<file path="src/rtl/core/assert_macros.svh">
// Assertion macros used by the plane segment intersect top level
`ifndef ASSERT_MACROS_SVH
`define ASSERT_MACROS_SVH

// implication checked at every rising clock edge outside reset
`define ASSERT_IMPL(label, clk, rstn, ante, cons) \
    label: assert property (@(posedge clk) disable iff (!rstn) (ante) |-> (cons)) \
        else $error("assertion failed");

// next-cycle implication
`define ASSERT_NEXT(label, clk, rstn, ante, cons) \
    label: assert property (@(posedge clk) disable iff (!rstn) (ante) |=> (cons)) \
        else $error("assertion failed");

`endif

</file>
<file path="src/rtl/core/psic_pkg.sv">
// Package for the plane segment intersect and classify block
`default_nettype none
package psic_pkg;
    localparam int COORD_WIDTH_DEF = 32;
    localparam int FRAC_BITS_DEF   = 16;
    localparam int NORMAL_W        = 18;
    localparam int SPLIT_BITS      = 24;
    localparam int OUT_W           = 32;
    localparam int TOL_W           = 16;
    localparam int T_W             = 17;
    localparam int DIV_N           = 48;
    localparam int DIV_D           = 33;
    localparam int CFG_IDX_W       = 3;
    localparam int CFG_DATA_W      = 32;

    localparam logic [CFG_IDX_W-1:0] REG_NX  = 3'd0;
    localparam logic [CFG_IDX_W-1:0] REG_NY  = 3'd1;
    localparam logic [CFG_IDX_W-1:0] REG_NZ  = 3'd2;
    localparam logic [CFG_IDX_W-1:0] REG_D   = 3'd3;
    localparam logic [CFG_IDX_W-1:0] REG_TOL = 3'd4;

    localparam logic [1:0] SIDE_FRONT = 2'd0;
    localparam logic [1:0] SIDE_BACK  = 2'd1;
    localparam logic [1:0] SIDE_ON    = 2'd2;

    typedef struct packed {
        logic signed [NORMAL_W-1:0] nx;
        logic signed [NORMAL_W-1:0] ny;
        logic signed [NORMAL_W-1:0] nz;
        logic signed [OUT_W-1:0]    d;
        logic [TOL_W-1:0]           tol;
    } plane_t;

    function automatic logic signed [OUT_W-1:0] sat32(input logic signed [63:0] x);
        if (x > 64'sd2147483647) return 32'sh7fffffff;
        if (x < -64'sd2147483648) return 32'sh80000000;
        return x[OUT_W-1:0];
    endfunction
endpackage
`default_nettype wire

</file>
<file path="src/rtl/core/psic_div.sv">
// Pipelined restoring divider, one quotient bit per stage
`default_nettype none
module psic_div (
    input  wire logic                          aclk,
    input  wire logic                          en,
    input  wire logic [psic_pkg::DIV_N-1:0]    num,
    input  wire logic [psic_pkg::DIV_D-1:0]    den,
    output logic [psic_pkg::T_W-1:0]           quo
);
    localparam int N = psic_pkg::DIV_N;
    localparam int D = psic_pkg::DIV_D;
    localparam int QB = psic_pkg::T_W;

    // quotient fits 17 bits since num <= den << 16
    logic [D:0]   rem_reg [QB+1];
    logic [N-1:0] num_reg [QB+1];
    logic [D-1:0] den_reg [QB+1];
    logic [QB-1:0] q_reg  [QB+1];

    always_comb begin
        rem_reg[0] = '0;
        num_reg[0] = num;
        den_reg[0] = den;
        q_reg[0]   = '0;
    end

    for (genvar s = 0; s < QB; s++) begin : g_st
        logic [D:0] r_sh;
        logic [D:0] r_sub;
        logic       q_bit;
        logic [N-1:0] hi_part;
        always_comb begin
            hi_part = num_reg[s] >> (QB - 1 - s);
            if (s == 0) r_sh = (D+1)'(hi_part);
            else        r_sh = {rem_reg[s][D-1:0], num_reg[s][QB-1-s]};
            r_sub = r_sh - {1'b0, den_reg[s]};
            q_bit = (r_sh >= {1'b0, den_reg[s]});
        end
        always_ff @(posedge aclk) begin
            if (en) begin
                rem_reg[s+1] <= q_bit ? r_sub : r_sh;
                num_reg[s+1] <= num_reg[s];
                den_reg[s+1] <= den_reg[s];
                q_reg[s+1]   <= {q_reg[s][QB-2:0], q_bit};
            end
        end
    end
    assign quo = q_reg[QB];
endmodule
`default_nettype wire

</file>
<file path="config.mk">
export PLATFORM = sky130hd
export DESIGN_NAME = psic_div
export DESIGN_NICKNAME = d
export VERILOG_FILES = /design/src/rtl/core/assert_macros.svh /design/src/rtl/core/psic_pkg.sv /design/src/rtl/core/psic_div.sv
export SDC_FILE = /design/constraint.sdc
export NUM_CORES = 2
export LEC_CHECK = 0
export ABC_AREA = 1
export BUFFER_PORTS_ARGS = -buffer_cell sky130_fd_sc_hd__buf_2
export CORE_AREA = 3 3 413 415
export DETAILED_ROUTE_END_ITERATION = 10
export DIE_AREA = 0 0 416 418
export PLACE_DENSITY = 0.68
export RECOVER_POWER = 50
export SETUP_SLACK_MARGIN = 0.05
export SYNTH_ARGS = -nofsm -noshare
export SYNTH_HDL_FRONTEND = slang
export SYNTH_SLANG_ARGS = --single-unit
</file>
<file path="constraint.sdc">
create_clock -name aclk -period 2.82 [get_ports aclk]
set_input_delay 0.141 -clock aclk [delete_from_list [all_inputs] [get_ports aclk]]
set_output_delay 0.141 -clock aclk [all_outputs]
set_load 0.02 [all_outputs]
</file>
==> out/results.ini <==
[floorplanning]
die_area_um2 = 174000
die_x_um = 416
initial_core_util_pct = 54.8
io_pins = 100
row_count = 150
core_um2 = 167000
die_h_um = 418

[synth]
ys_types = 42
synth-async-reset-ratio_pct = 0
synth-adder-area-share_pct = 8.00
synth_top_family_by_area = simple AND/OR/NAND/NOR gates
synth_ff_type = edfxtp_1
syn_avg_cell_area_um2 = 7.49
syn_nets = 12900
synthCells = 12200
synth_edf_count = 1345
synthXorXnorAreaFrac_pct = 2.16
synth.area.mux_share_pct = 0
synth_area_um2 = 91600
synthSimpleGateAreaFrac_pct = 31.7
ys_ff_latch = 1345
synth.yosys.seq_area_share_pct = 44.1
synth_compound_area_share_pct = 2.29
yosys_warnings = 0

[setup_path]
crit_fanout = 4
r2r_slack_ps = 140
end_kind = flip-flop
crit_type = flip-flop to flip-flop
r2r-start = g_st[6].hi_part[0]$_DFFE_PP_
crit_required_ps = 3310
r2r-end = g_st[7].r_sh[29]$_DFFE_PP_
startpoint_type = flip-flop
critPathArrivalTime_ps = 3180
ff2ff_path_depth = 14

[grt]
grt-ovfl-total = 0
antenna_found_initial = 10
grt_pass1_vias = 73900
grt_max_degree = 110
grt_use_total_pct = 32.4
grt_pass1_wl_um = 431000

[timing]
tightest_slew_ps = 2280
setup_ws_ps = 139
period_share_pct = 95.1
fmax_ghz = 0.373
setup_violations = 0
drv_slew = 629
slew_headroom_pct = -52.2
fin_skew_ps = 23.1
tns_ps = 0
rsz0062_at_grt = false
hold_violations = 0
fin_crit_ps = 2680

[route]
wire_per_inst_um = 19.0
vias = 78500
ant_nets = 0
wl_met3_um = 17800
drc = 0
drt_iter0_drc = 7808
met2RoutedLength_um = 136000
first_pass_iters = 7
viasPerCell = 5.23
wl_met1_um = 115000
routed_wl_um = 286000
top_layer_used = met5

[hold_path]
hold_end = g_st[1].hi_part[0]$_DFFE_PP_
whs_path_depth = 2
worst_hold_startpoint = num[15]
min_path_type = input pin to flip-flop

[clock_network]
cts.clk_slew.worst_paths_ps = 60
cts_buffers = 151
clockRootBuffer = clkbuf_16
cts_tree = yes
h-tree-depth = 4
cts.sinks = 1345
clk_latency_ps = 820
clockBufferDepth = 3

[job]
maxCapViolCount = 10

[place]
dp.cells = 14600
port_buffers = 99
dpl.hpwl_um = 229000
gp_congestion = 1.03
place_ws_ps = -0.295

[pwr]
peakVddDrop_uv = 757
leakage_uw = 0.0533
power_per_cell_area_nw_per_um2 = 1060

[layout]
final_cells = 15000
postLayoutCoreUtil_pct = 60.9
fill_cells = 15300
drive_above_1_share_pct = 5.32
area_growth_pct = 11.1
nNetsFinal = 13300

[status]
outcome = finished, violations left
violations = max-capacitance violations, max-slew violations

-- cell families after synthesis --
logic type	after synthesis
buffers and inverters	2716
flip-flops	1345
XOR/XNOR	226
AND/OR/NAND/NOR	6958
AO/OA/AOI/OAI	405
adder cells (fa/ha/maj)	576
-- where the power goes --
| part | switching, uW | internal, uW | leakage [uW] | total, uW |
|---|---|---|---|---|
| registers | 4420 | 29100 | 0.0132 | 33500 |
| clock network | 8410 | 11500 | 0.00241 | 19900 |
| logic | 36300 | 18100 | 0.0377 | 54400 |
-- layout make-up --
type                       count  area [um^2]  area share [%]
tap                         2204         2760            2.71
timing repair buffer         462         3420            3.36
inverter                    2563         9630            9.46
multi-input combinational   8165        40500            39.8
clock buffer                 178         3940            3.88
antenna                        4         10.0         0.00984
clock inverter                96         1060            1.04
sequential                  1345        40400            39.7
-- layout by cell type, fill, tap and decap left out, drive strengths merged --
master / n
nor4: 4
buf: 257
nand2: 4858
xor2: 209
nand3b: 180
inv: 2571
nor2: 701
and3: 1
diode: 4
a31oi: 1
a21oi: 337
o21ai: 38
edfxtp: 1345
dlygate4sd3: 88
nor3: 146
clkinvlp: 12
clkinv: 61
nor3b: 1
and2: 66
nand3: 947
xnor2: 17
nand4: 22
bufinv: 15
fa: 16
o21bai: 14
ha: 560
a21o: 11
a211oi: 1
clkbuf: 295
o211ai: 1
a21boi: 1
o2111ai: 1
or2: 32
-- worst max-delay path by stage --
stage,slack [ps],end,from
after floorplan,630,g_st[4].r_sh[23]$_DFFE_PP_,g_st[3].hi_part[0]$_DFFE_PP_
after detailed placement,-0.3,g_st[4].r_sh[23]$_DFFE_PP_,den_reg[471]$_DFFE_PP_
after global routing,30,g_st[2].r_sh[27]$_DFFE_PP_,den_reg[557]$_DFFE_PP_
final,140,g_st[7].r_sh[29]$_DFFE_PP_,g_st[6].hi_part[0]$_DFFE_PP_
after global placement,-10,g_st[7].r_sh[30]$_DFFE_PP_,den_reg[382]$_DFFE_PP_
after CTS,50,g_st[9].r_sh[9]$_DFFE_PP_,g_st[8].r_sh[20]$_DFFE_PP_
-- worst max-delay path: stages (launching register included) --
cell and delay, ps:
edfxtp_1 360, inv_1 90, ha_1 150, inv_1 80, fa_1 420, nand2_1 110, nand2_1 100, nand3_1 100
nand2_1 160, nand2_1 100, nand2_1 120, nand2_1 180, nand3b_1 90, nand3_1 90, nand2_1 200
-- routing by layer --
metal | global-route usage [%] | vias to the layer above
met5 | 0 | -
met4 | 17.2 | 4
met3 | 4.03 | 719
met2 | 54.7 | 2865
met1 | 40.7 | 35900
li1 | - | 39000
-- Yosys cell counts (2+ instances only) --
library cell / instances / area [um^2]
a21o_1: 11 / 82.6
a21oi_1: 337 / 1690
and2_1: 66 / 413
buf_2: 77 / 385
buf_4: 24 / 180
buf_6: 51 / 574
edfxtp_1: 1345 / 40400
fa_1: 16 / 320
ha_1: 560 / 7010
inv_1: 2552 / 9580
inv_2: 9 / 33.8
inv_4: 2 / 12.5
nand2_1: 4820 / 18100
nand2_2: 21 / 131
nand2_4: 13 / 146
nand2_8: 4 / 80.1
nand3_1: 922 / 4610
nand3_2: 25 / 250
nand3b_1: 180 / 1350
nand4_1: 22 / 138
nor2_1: 663 / 2490
nor2_2: 31 / 194
nor2_4: 7 / 78.8
nor3_1: 133 / 666
nor3_2: 13 / 130
nor4_1: 3 / 18.8
o21ai_0: 31 / 155
o21ai_1: 7 / 35.0
o21bai_1: 14 / 105
or2_2: 31 / 194
xnor2_1: 17 / 149
xor2_1: 209 / 1830
-- per-stage QoR --
| stage | hold WS [ps] | cell area, um^2 | total power (uW) |
|---|---|---|---|
| finish | 68.8 | 102000 | 108000 |
| CTS | 1.27 | 102000 | 107000 |
| detailed placement | 319 | 95900 | 86900 |
| global route | 53.1 | 102000 | 116000 |
| floorplan | 240 | 91600 | 69100 |
| global placement | 318 | 95900 | 86300 |
-- timing repair --
action / CTS / global route
gates resized for setup: 4 / 29
setup buffers: 3 / 36
pin swaps: 1 / 6
hold buffers: 88 / 0
endpoints found under the setup margin: 41 / 243
gates cloned: 0 / 0
hold endpoints to repair: 108 / 0
(Power assumes the default switching activity.)
